===== config.mk =====
export PLATFORM = sky130hd
export DESIGN_NAME = utf8_word_segmenter
export DESIGN_NICKNAME = d
export VERILOG_FILES = /design/src/sv/u8ws_pkg.sv /design/src/sv/u8ws_decode.sv /design/src/sv/u8ws_segment.sv /design/src/sv/utf8_word_segmenter.sv
export SDC_FILE = /design/constraint.sdc
export NUM_CORES = 1
export LEC_CHECK = 0
export ABC_CLOCK_PERIOD_IN_PS = 15650
export BUFFER_PORTS_ARGS = -buffer_cell sky130_fd_sc_hd__buf_2
export CORE_MARGIN = 4
export CORE_UTILIZATION = 45
export CTS_CLUSTER_SIZE = 10
export DETAILED_ROUTE_END_ITERATION = 16
export HOLD_SLACK_MARGIN = 0.12
export PLACE_DENSITY = 0.65
export SYNTH_ARGS = -nofsm -noshare
export SYNTH_HDL_FRONTEND = slang
export SYNTH_SLANG_ARGS = --single-unit
export TNS_END_PERCENT = 100

===== constraint.sdc =====
create_clock -name clk -period 15.65 [get_ports clk]
set_clock_uncertainty 0.2 [all_clocks]
set_input_delay 0.7825 -clock clk [delete_from_list [all_inputs] [get_ports clk]]
set_output_delay 0.7825 -clock clk [all_outputs]
set_load 0.01 [all_outputs]

===== src/sv/u8ws_pkg.sv =====
// Shared types, constants and lookup functions for the UTF-8 word segmenter.
// No dependencies; every other file in the block uses this package.
`timescale 1ns / 1ps

package u8ws_pkg;

  localparam int OFFSET_BITS = 16;
  localparam int OUT_BITS    = 16;
  localparam int CP_BITS     = 21;
  localparam int IN_DATA_W   = 40;
  localparam int OUT_DATA_W  = 80;

  localparam logic [CP_BITS-1:0] CP_REPLACEMENT = 21'h00FFFD;
  localparam logic [CP_BITS-1:0] CP_MAX         = 21'h10FFFF;
  localparam logic [9:0]         SURROGATE_HI   = 10'h01b;
  localparam logic [8:0]         CONT_EXPECT    = 9'h02a;
  localparam logic [22:0]        MIN_NO_LEAD    = 23'h400000;

  // Split characters
  localparam logic [CP_BITS-1:0] CH_TAB    = 21'h09;
  localparam logic [CP_BITS-1:0] CH_NL     = 21'h0a;
  localparam logic [CP_BITS-1:0] CH_SPACE  = 21'h20;
  localparam logic [CP_BITS-1:0] CH_BANG   = 21'h21;
  localparam logic [CP_BITS-1:0] CH_LPAREN = 21'h28;
  localparam logic [CP_BITS-1:0] CH_RPAREN = 21'h29;
  localparam logic [CP_BITS-1:0] CH_COMMA  = 21'h2c;
  localparam logic [CP_BITS-1:0] CH_DASH   = 21'h2d;
  localparam logic [CP_BITS-1:0] CH_DOT    = 21'h2e;
  localparam logic [CP_BITS-1:0] CH_COLON  = 21'h3a;
  localparam logic [CP_BITS-1:0] CH_SEMI   = 21'h3b;
  localparam logic [CP_BITS-1:0] CH_QUEST  = 21'h3f;

  typedef logic [OFFSET_BITS-1:0] offset_t;

  // Decoder to segmenter
  typedef struct packed {
    logic [CP_BITS-1:0] cp;
    logic [2:0]         want;
    logic               err;
    logic               last;
  } dec_t;

  typedef struct packed {
    logic [CP_BITS-1:0]  code_point;
    logic [2:0]          consumed;
    logic                decode_error;
    logic                word_valid;
    logic [OUT_BITS-1:0] word_start;
    logic [OUT_BITS-1:0] word_length;
    logic                punct_valid;
    logic [OUT_BITS-1:0] punct_start;
    logic                offset_overflow;
  } res_t;

  // Sequence length from the top five bits of the lead byte, 0 for a bad lead
  function automatic logic [2:0] lead_len(input logic [4:0] hi);
    logic [2:0] n;
    case (hi) inside
      [5'd0:5'd15]:  n = 3'd1;
      [5'd24:5'd27]: n = 3'd2;
      [5'd28:5'd29]: n = 3'd3;
      5'd30:         n = 3'd4;
      default:       n = 3'd0;
    endcase
    return n;
  endfunction

  function automatic logic [6:0] lead_mask(input logic [2:0] n);
    logic [6:0] m;
    case (n)
      3'd1:    m = 7'h7f;
      3'd2:    m = 7'h1f;
      3'd3:    m = 7'h0f;
      3'd4:    m = 7'h07;
      default: m = 7'h00;
    endcase
    return m;
  endfunction

  function automatic logic [22:0] min_value(input logic [2:0] n);
    logic [22:0] v;
    case (n)
      3'd1:    v = 23'h0;
      3'd2:    v = 23'h80;
      3'd3:    v = 23'h800;
      3'd4:    v = 23'h10000;
      default: v = MIN_NO_LEAD;
    endcase
    return v;
  endfunction

  function automatic logic [4:0] cp_shift(input logic [2:0] n);
    logic [4:0] s;
    case (n)
      3'd1:    s = 5'd18;
      3'd2:    s = 5'd12;
      3'd3:    s = 5'd6;
      default: s = 5'd0;
    endcase
    return s;
  endfunction

  function automatic logic [2:0] err_shift(input logic [2:0] n);
    logic [2:0] s;
    case (n)
      3'd1:    s = 3'd6;
      3'd2:    s = 3'd4;
      3'd3:    s = 3'd2;
      default: s = 3'd0;
    endcase
    return s;
  endfunction

  function automatic logic is_space(input logic [CP_BITS-1:0] c);
    return (c == CH_SPACE) || (c == CH_TAB) || (c == CH_NL);
  endfunction

  function automatic logic is_punct(input logic [CP_BITS-1:0] c);
    return (c == CH_DOT) || (c == CH_COMMA) || (c == CH_SEMI) || (c == CH_COLON) ||
           (c == CH_BANG) || (c == CH_QUEST) || (c == CH_DASH) ||
           (c == CH_LPAREN) || (c == CH_RPAREN);
  endfunction

  // Offsets go out as 16 bits whatever the internal width
  function automatic logic [OUT_BITS-1:0] to_out(input offset_t x);
    logic [OFFSET_BITS+OUT_BITS-1:0] t;
    t = {{OUT_BITS{1'b0}}, x};
    return t[OUT_BITS-1:0];
  endfunction

endpackage


===== src/sv/u8ws_decode.sv =====
// UTF-8 character decoder: window bytes in, code point, length and error out.
// Purely combinational; uses u8ws_pkg for tables and the dec_t struct.
`timescale 1ns / 1ps

module u8ws_decode (
  input  logic [7:0]      byte0,
  input  logic [7:0]      byte1,
  input  logic [7:0]      byte2,
  input  logic [7:0]      byte3,
  input  logic [2:0]      bytes_left,
  output u8ws_pkg::dec_t  dec
);

  logic [2:0]  left;
  logic [7:0]  s0, s1, s2, s3;
  logic [2:0]  len;
  logic [2:0]  base;
  logic [24:0] raw;
  logic [24:0] shifted;
  logic [20:0] cp;
  logic [8:0]  e;
  logic [8:0]  e_sh;
  logic        err;
  logic [2:0]  nz;
  logic [2:0]  want;

  always_comb begin
    left = (bytes_left == 3'd0) ? 3'd1 : bytes_left;
    s0 = byte0;
    s1 = (left >= 3'd2) ? byte1 : 8'h00;
    s2 = (left >= 3'd3) ? byte2 : 8'h00;
    s3 = (left >= 3'd4) ? byte3 : 8'h00;

    len  = u8ws_pkg::lead_len(s0[7:3]);
    base = (len == 3'd0) ? 3'd1 : len;

    raw     = {s0[6:0] & u8ws_pkg::lead_mask(len), s1[5:0], s2[5:0], s3[5:0]};
    shifted = raw >> u8ws_pkg::cp_shift(len);
    cp      = shifted[20:0];

    // Continuation checks expect 10 in the top two bits of each trailing byte
    e = {cp > u8ws_pkg::CP_MAX,
         cp[20:11] == u8ws_pkg::SURROGATE_HI,
         {2'b00, cp} < u8ws_pkg::min_value(len),
         s1[7:6], s2[7:6], s3[7:6]} ^ u8ws_pkg::CONT_EXPECT;
    e_sh = e >> u8ws_pkg::err_shift(len);
    err  = (e_sh != 9'd0);

    nz = {2'b00, s0 != 8'h00} + {2'b00, s1 != 8'h00} +
         {2'b00, s2 != 8'h00} + {2'b00, s3 != 8'h00};

    want = base;
    if (err) begin
      if (nz < want) begin
        want = nz;
      end
      if (want == 3'd0) begin
        want = 3'd1;
      end
    end

    dec.cp   = err ? u8ws_pkg::CP_REPLACEMENT : cp;
    dec.want = want;
    dec.err  = err;
    dec.last = (left <= 3'd4) && (left <= want);
  end

endmodule


===== src/sv/u8ws_segment.sv =====
// Word and punctuation segmenter: holds text offset and open-word state.
// Takes a dec_t from u8ws_decode, returns a res_t; uses u8ws_pkg.
`timescale 1ns / 1ps

module u8ws_segment (
  input  logic            clk,
  input  logic            rst,
  input  logic            advance,
  input  logic            start_of_text,
  input  u8ws_pkg::dec_t  dec,
  output u8ws_pkg::res_t  res
);

  localparam int OB = u8ws_pkg::OFFSET_BITS;

  u8ws_pkg::offset_t position, position_next;
  u8ws_pkg::offset_t word_base, word_base_next;
  u8ws_pkg::offset_t word_len, word_len_next;
  logic              overflow, overflow_next;

  u8ws_pkg::offset_t pos, cws, cwl;
  logic              ovf;
  logic [OB:0]       pos_sum, len_sum;
  u8ws_pkg::offset_t pos_sat, len_sat, start;
  logic              split, punct;
  logic              wv, pv;
  u8ws_pkg::offset_t ws, wl, ps;

  always_comb begin
    // New text clears everything before this character is placed
    pos = start_of_text ? '0 : position;
    cws = start_of_text ? '0 : word_base;
    cwl = start_of_text ? '0 : word_len;
    ovf = start_of_text ? 1'b0 : overflow;

    pos_sum = {1'b0, pos} + {{(OB-2){1'b0}}, dec.want};
    len_sum = {1'b0, cwl} + {{(OB-2){1'b0}}, dec.want};
    pos_sat = pos_sum[OB] ? '1 : pos_sum[OB-1:0];
    len_sat = len_sum[OB] ? '1 : len_sum[OB-1:0];
    start   = (cwl == '0) ? pos : cws;

    punct = u8ws_pkg::is_punct(dec.cp);
    split = punct || u8ws_pkg::is_space(dec.cp);

    wv = 1'b0;
    ws = '0;
    wl = '0;
    pv = 1'b0;
    ps = '0;
    word_base_next = cws;
    word_len_next  = cwl;
    overflow_next  = ovf | pos_sum[OB];
    position_next  = pos_sat;

    if (split) begin
      if (cwl != '0) begin
        wv = 1'b1;
        ws = cws;
        wl = cwl;
        word_len_next = '0;
      end
      if (punct) begin
        pv = 1'b1;
        ps = pos;
      end
      word_base_next = pos_sat;
    end else begin
      overflow_next = ovf | pos_sum[OB] | len_sum[OB];
      if (dec.last) begin
        // Close the open word with the final character
        wv = 1'b1;
        ws = start;
        wl = len_sat;
        word_len_next  = '0;
        word_base_next = pos_sat;
      end else begin
        word_base_next = start;
        word_len_next  = len_sat;
      end
    end

    res.code_point      = dec.cp;
    res.consumed        = dec.want;
    res.decode_error    = dec.err;
    res.word_valid      = wv;
    res.word_start      = u8ws_pkg::to_out(ws);
    res.word_length     = u8ws_pkg::to_out(wl);
    res.punct_valid     = pv;
    res.punct_start     = u8ws_pkg::to_out(ps);
    res.offset_overflow = overflow_next;
  end

  always_ff @(posedge clk) begin
    if (rst) begin
      position  <= '0;
      word_base <= '0;
      word_len  <= '0;
      overflow  <= 1'b0;
    end else if (advance) begin
      position  <= position_next;
      word_base <= word_base_next;
      word_len  <= word_len_next;
      overflow  <= overflow_next;
    end
  end

endmodule


===== src/sv/utf8_word_segmenter.sv =====
// UTF-8 word segmenter top level: input beat register, decode, segment, result register.
// Instantiates u8ws_decode and u8ws_segment; uses u8ws_pkg.
`timescale 1ns / 1ps

// Decodes one UTF-8 character per beat from a four-byte window and reports
// word and punctuation blocks as byte offsets. One beat is taken every clock
// cycle while m_tready lets results drain; the beat lands in the input
// register and its result in the result register when it moves on. While a
// result waits on m_tready the block holds at most one further beat in its
// input register and then drops s_tready. The rate is set by the update of
// the offset and open-word state, which each character reads and writes in
// the cycle it leaves the input register.
// Advance the window by the consumed count before the next beat.

module utf8_word_segmenter (
  input  logic                             clk,
  input  logic                             rst,
  input  logic                             s_tvalid,
  output logic                             s_tready,
  // [7:0] byte0, [15:8] byte1, [23:16] byte2, [31:24] byte3,
  // [34:32] bytes_left, [39:35] zero
  input  logic [u8ws_pkg::IN_DATA_W-1:0]   s_tdata,
  // [0] start_of_text
  input  logic                             s_tuser,
  output logic                             m_tvalid,
  input  logic                             m_tready,
  // [20:0] code_point, [23:21] consumed, [24] decode_error, [25] word_valid,
  // [41:26] word_start, [57:42] word_length, [58] punct_valid,
  // [74:59] punct_start, [75] offset_overflow, [79:76] zero
  output logic [u8ws_pkg::OUT_DATA_W-1:0]  m_tdata
);

  logic                            in_valid, in_valid_next;
  logic [34:0]                     in_data;
  logic                            in_sot;
  logic                            out_free;
  logic                            advance;
  logic                            out_valid_next;
  u8ws_pkg::dec_t                  dec;
  u8ws_pkg::res_t                  res;
  logic [u8ws_pkg::OUT_DATA_W-1:0] packed_res;

  assign out_free = !m_tvalid || m_tready;
  assign advance  = in_valid && out_free;
  assign s_tready = !in_valid || advance;

  always_comb begin
    in_valid_next = in_valid;
    if (s_tvalid && s_tready) begin
      in_valid_next = 1'b1;
    end else if (advance) begin
      in_valid_next = 1'b0;
    end
    out_valid_next = m_tvalid;
    if (advance) begin
      out_valid_next = 1'b1;
    end else if (m_tready) begin
      out_valid_next = 1'b0;
    end
  end

  always_ff @(posedge clk) begin
    if (rst) begin
      in_valid <= 1'b0;
      m_tvalid <= 1'b0;
    end else begin
      in_valid <= in_valid_next;
      m_tvalid <= out_valid_next;
    end
  end

  // Payload registers: hold the beat until it moves on
  always_ff @(posedge clk) begin
    if (s_tvalid && s_tready) begin
      in_data <= s_tdata[34:0];
      in_sot  <= s_tuser;
    end
    if (advance) begin
      m_tdata <= packed_res;
    end
  end

  u8ws_decode u_decode (
    .byte0      (in_data[7:0]),
    .byte1      (in_data[15:8]),
    .byte2      (in_data[23:16]),
    .byte3      (in_data[31:24]),
    .bytes_left (in_data[34:32]),
    .dec        (dec)
  );

  u8ws_segment u_segment (
    .clk           (clk),
    .rst           (rst),
    .advance       (advance),
    .start_of_text (in_sot),
    .dec           (dec),
    .res           (res)
  );

  assign packed_res = {4'b0000,
                       res.offset_overflow,
                       res.punct_start,
                       res.punct_valid,
                       res.word_length,
                       res.word_start,
                       res.word_valid,
                       res.decode_error,
                       res.consumed,
                       res.code_point};

  a_consumed_range: assert property (@(posedge clk) disable iff (rst)
    m_tvalid |-> (m_tdata[23:21] != 3'd0) && (m_tdata[23:21] <= 3'd4))
    else $error("consumed count out of range");

  a_error_replacement: assert property (@(posedge clk) disable iff (rst)
    (m_tvalid && m_tdata[24]) |-> (m_tdata[20:0] == u8ws_pkg::CP_REPLACEMENT))
    else $error("decode error without replacement character");

  a_no_word_zero: assert property (@(posedge clk) disable iff (rst)
    (m_tvalid && !m_tdata[25]) |-> (m_tdata[57:26] == 32'd0))
    else $error("word fields set without a word block");

  a_punct_not_space: assert property (@(posedge clk) disable iff (rst)
    (m_tvalid && m_tdata[58]) |->
      (m_tdata[20:0] != u8ws_pkg::CH_SPACE) && (m_tdata[20:0] != u8ws_pkg::CH_TAB) &&
      (m_tdata[20:0] != u8ws_pkg::CH_NL))
    else $error("whitespace reported as punctuation block");

  a_result_follows_advance: assert property (@(posedge clk) disable iff (rst)
    advance |=> m_tvalid)
    else $error("result lost after an input beat moved on");

endmodule


==> impl_table.tex <==
\begin{tabular}{lr}
\hline
Metric & Value \\
\hline
\multicolumn{2}{l}{\textbf{Layout}} \\
Final core area utilization & 0.5347 \\
Fraction of final layout cells with drive strength greater than 1 & 0.1909 \\
Commonest cells after routing, fill and taps aside & sky130\_fd\_sc\_hd\_\_buf\_2 (117), sky130\_fd\_sc\_hd\_\_edfxtp\_1 (112), sky130\_fd\_sc\_hd\_\_nand2\_1 (97) \\
Net total in the final layout & 1,057 \\
Fillers & 1,712 \\
Most common cell after layout, fill and taps aside & sky130\_fd\_sc\_hd\_\_buf\_2 \\
Area delta synth->final & 15.07\% \\
Number of antenna repair diodes & 0 \\
Post-Layout Inst Area & 10,140 sq um \\
\multicolumn{2}{l}{\textbf{Clock tree}} \\
Clock-pin slew of the registers on the worst-case setup and hold paths & 0.07 ns \\
Sink count of the clock tree & 163 \\
CTS tree & done \\
Inserted Clock Buffers & 17 \\
Clk\_lat worst skew & 0.43 ns \\
CTS max path bufs & 2 \\
Clock Root Buffer & sky130\_fd\_sc\_hd\_\_clkbuf\_16 \\
CTS Hold Bufs & 0 \\
\# resized after CTS & 0 \\
Total setup buffers inserted after CTS & 0 \\
H-tree level count & 4 \\
\multicolumn{2}{l}{\textbf{Floorplan}} \\
Number of placement rows & 50 \\
DIE AREA & 21,880 sq um \\
Die Width & 147.9 um \\
Number of primary I/O pins & 127 \\
Initial Util & 0.4647 \\
Area of the core & 18,960 sq um \\
Die extent in y & 147.9 um \\
\multicolumn{2}{l}{\textbf{Routing}} \\
Violation count after the first detailed-route iteration & 771 \\
Vias per Instance & 5.810 \\
Average routed wire per standard cell & 18.75 um \\
DRC errors left & 0 \\
Count of antenna-violating nets left after detailed routing & 0 \\
Vias after detailed routing & 7,355 \\
DRT Pass-1 Iters & 6 \\
Sum of routed wire length over all layers & 23,730 um \\
\multicolumn{2}{l}{\textbf{Run}} \\
Max-cap violations & 0 \\
\multicolumn{2}{l}{\textbf{STA}} \\
Setup TNS Final & 0 ns \\
Hold Fails Final Rpt & 0 \\
Share of the clock period used by the worst path after layout & 0.4589 \\
Final number of max-transition violations & 0 \\
Post-route minimum period & 7.182 ns \\
Fmax & 139.2 MHz \\
Transition time at the pin with the least slew margin & 1.136 ns \\
Final setup slack of the worst path & 8.468 ns \\
Number of endpoints failing setup at the final stage & 0 \\
Setup repair after global routing missed its margin & false \\
Max-slew headroom & 0.2397 \\
\multicolumn{2}{l}{\textbf{Synth}} \\
Number of flops mapped to enable cells by yosys & 112 \\
Synthesis-stage register bit count & 163 \\
Count of mapped cells out of synthesis & 906 \\
Flip-flop cell with the highest count after synthesis & sky130\_fd\_sc\_hd\_\_edfxtp\_1 \\
Async set-or-reset flop fraction in the synthesized netlist & 0 \\
Sequential fraction of the synthesis area & 0.4977 \\
Post-Syn Area & 8808 sq um \\
Yosys warning total & 0 \\
Syn avg cell area & 9.722 sq um \\
Yosys cell types & 85 \\
\multicolumn{2}{l}{\textbf{Global routing}} \\
Maximum number of pins on one net before global-route repair & 74 \\
Global-route wire length before repair & 37,430 um \\
Initial antenna violation count & 0 \\
Number of global-route vias before repair & 6,804 \\
Total Routing Usage GR & 0.2144 \\
GRT overflow & 0 \\
\multicolumn{2}{l}{\textbf{Placement}} \\
Weighted congestion reported at the end of routability-driven placement & 0.9526 \\
Placed instance area & 9538 sq um \\
PortBufs & 117 \\
Dpl hpwl & 16,070 um \\
Post-placement worst setup slack & 8.581 ns \\
\multicolumn{2}{l}{\textbf{Setup path}} \\
Category of the worst setup path capture point & flop \\
Delay of the slowest cell on the worst path & 0.89 ns \\
R2R depth & 24 \\
Worst-path maximum fanout & 20 \\
Cell family contributing the most delay on the critical path & simple AND/OR/NAND/NOR gates \\
Slowest stage cell on the critical path & sky130\_fd\_sc\_hd\_\_nor2\_1 \\
Sort of element at the start of the critical path & flop \\
Most used cell along the critical path & sky130\_fd\_sc\_hd\_\_ha\_1 \\
Worst Setup Path Type & flop to flop \\
Required time at the endpoint of the critical path & 15.81 ns \\
R2r startpoint & in\_data[34] \\
Logic depth of the worst path, buffers included & 24 \\
Setup slack of the most critical reg-to-reg path & 8.47 ns \\
Endpoint of the worst register-to-register path & u\_segment.word\_len[0] \\
Bufs and invs on worst path & 2 \\
Crit path cell chain & nor2\_1 -> a21oi\_1 -> ha\_1 -> inv\_1 -> fa\_1 -> inv\_1 -> ha\_1 -> ha\_1 -> a21boi\_0 -> o21ai\_0 -> nand2b\_1 -> mux2i\_1 -> nand2\_1 -> a2bb2oi\_1 -> ha\_1 -> fa\_1 -> a21oi\_1 -> nor4\_1 -> and3\_1 -> nand2\_1 -> nor2\_1 -> nor2\_1 -> or3\_1 -> a21oi\_1 \\
Data arrival time of the critical path & 7.34 ns \\
\multicolumn{2}{l}{\textbf{Hold path}} \\
Worst hold path stage count & 2 \\
Worst min path class & flop to flop \\
Hold worst-path end & u\_segment.word\_len[1] \\
Startpoint of the most critical hold path & u\_segment.word\_len[1] \\
\multicolumn{2}{l}{\textbf{Power}} \\
Pwr per Cell Area & 105.4 nW/um\^{}2 \\
Leakage power of the design & 3.777 nW \\
Peak VDD IR & 0.07521 mV \\
\multicolumn{2}{l}{\textbf{Status}} \\
Result of the run & complete, no violations \\
\hline
\end{tabular}
## worst register-to-register path, cell delays in order, from the launching register on
cell and delay (ns):
sky130_fd_sc_hd__edfxtp_1 0.64, sky130_fd_sc_hd__nor2_1 0.40, sky130_fd_sc_hd__a21oi_1 0.15, sky130_fd_sc_hd__ha_1 0.31
sky130_fd_sc_hd__inv_1 0.05, sky130_fd_sc_hd__fa_1 0.39, sky130_fd_sc_hd__inv_1 0.07, sky130_fd_sc_hd__ha_1 0.24
sky130_fd_sc_hd__ha_1 0.29, sky130_fd_sc_hd__a21boi_0 0.11, sky130_fd_sc_hd__o21ai_0 0.18, sky130_fd_sc_hd__nand2b_1 0.12
sky130_fd_sc_hd__mux2i_1 0.20, sky130_fd_sc_hd__nand2_1 0.08, sky130_fd_sc_hd__a2bb2oi_1 0.27, sky130_fd_sc_hd__ha_1 0.24
sky130_fd_sc_hd__fa_1 0.22, sky130_fd_sc_hd__a21oi_1 0.10, sky130_fd_sc_hd__nor4_1 0.81, sky130_fd_sc_hd__and3_1 0.36
sky130_fd_sc_hd__nand2_1 0.13, sky130_fd_sc_hd__nor2_1 0.89, sky130_fd_sc_hd__nor2_1 0.13, sky130_fd_sc_hd__or3_1 0.38
sky130_fd_sc_hd__a21oi_1 0.14
## final cells by class
class	count	area (sq um)	area share
clock inverter	13	133.9	0.01321
clock buffer	19	464.2	0.04580
sequential	163	4384	0.4325
multi-input combinational	653	4034	0.3980
tap	260	325.3	0.03209
inverter	27	103.9	0.01025
timing repair buffer	131	690.7	0.06814
## routing by layer
layer / GRT usage / part of all wire
met1: 0.3207 / 0.48
met2: 0.3154 / 0.44
met3: 0.03771 / 0.064
met4: 0.07159 / 0.021
met5: 0 / 0
## cell families (layout without fill, tap and decap cells)
kind of cell	Yosys count	in the layout	synth area share
simple gates	331	331	0.1889
compound gates	273	273	0.2072
flops	163	163	0.4977
buf+inv	93	190	0.04687
fa+ha+maj	19	19	0.02955
xor+xnor	13	13	0.01293
mux	13	13	0.01634
other cells	1	4	0.0004257
## sequential cells by signal, summed over array words and instances (netlist names)
name                 cells
m_tdata                 76
in_sot                   1
u_segment.word_base     16
in_valid                 1
u_segment.overflow       1
in_data                 35
u_segment.word_len      16
u_segment.position      16
m_tvalid                 1
## per-stage QoR
step | cells | hold WS (ns) | total power, mW
2_1_floorplan | 909 | 0.2352 | 0.6056
3_3_place_gp | 1234 | 0.2620 | 0.6509
3_5_place_dp | 1234 | 0.2691 | 0.6528
4_1_cts | 1266 | 0.2795 | 1.075
5_1_grt | 1266 | 0.2925 | 1.112
6_report | 1266 | 0.2797 | 1.069
## synthesized netlist by cell type, drive strengths merged (13+ instances only)
cell type  instances  area share
a22o              18       0.018
nor3              23       0.014
dfxtp             51        0.12
inv               27       0.012
ha                16       0.023
nand2             98       0.042
a211oi            17       0.014
a21oi             75       0.043
clkbuf            37       0.016
buf               29       0.020
edfxtp           112        0.38
nand3             30       0.017
nor2              72       0.033
o21ai             63       0.037
and2              18       0.013
o22ai             13      0.0092
nor2b             19       0.013
## report_power, final
part	switching (mW)	internal, mW
combinational	0.0964	0.0502
clock	0.186	0.238
sequential	0.0155	0.483
total	0.297	0.771
## how the worst max path moves through the flow
stage	startpoint	to	slack, ns
2_1_floorplan	in_data[7]	m_tdata[57]	9.75
3_3_place_gp	in_data[34]	u_segment.word_len[0]	8.62
3_5_place_dp	in_data[34]	u_segment.word_len[0]	8.58
4_1_cts	in_data[34]	u_segment.word_len[0]	8.50
5_1_grt	in_data[34]	u_segment.word_len[0]	7.95
6_report	in_data[34]	u_segment.word_len[0]	8.47
Note: power is estimated with default switching activity, not from simulation.
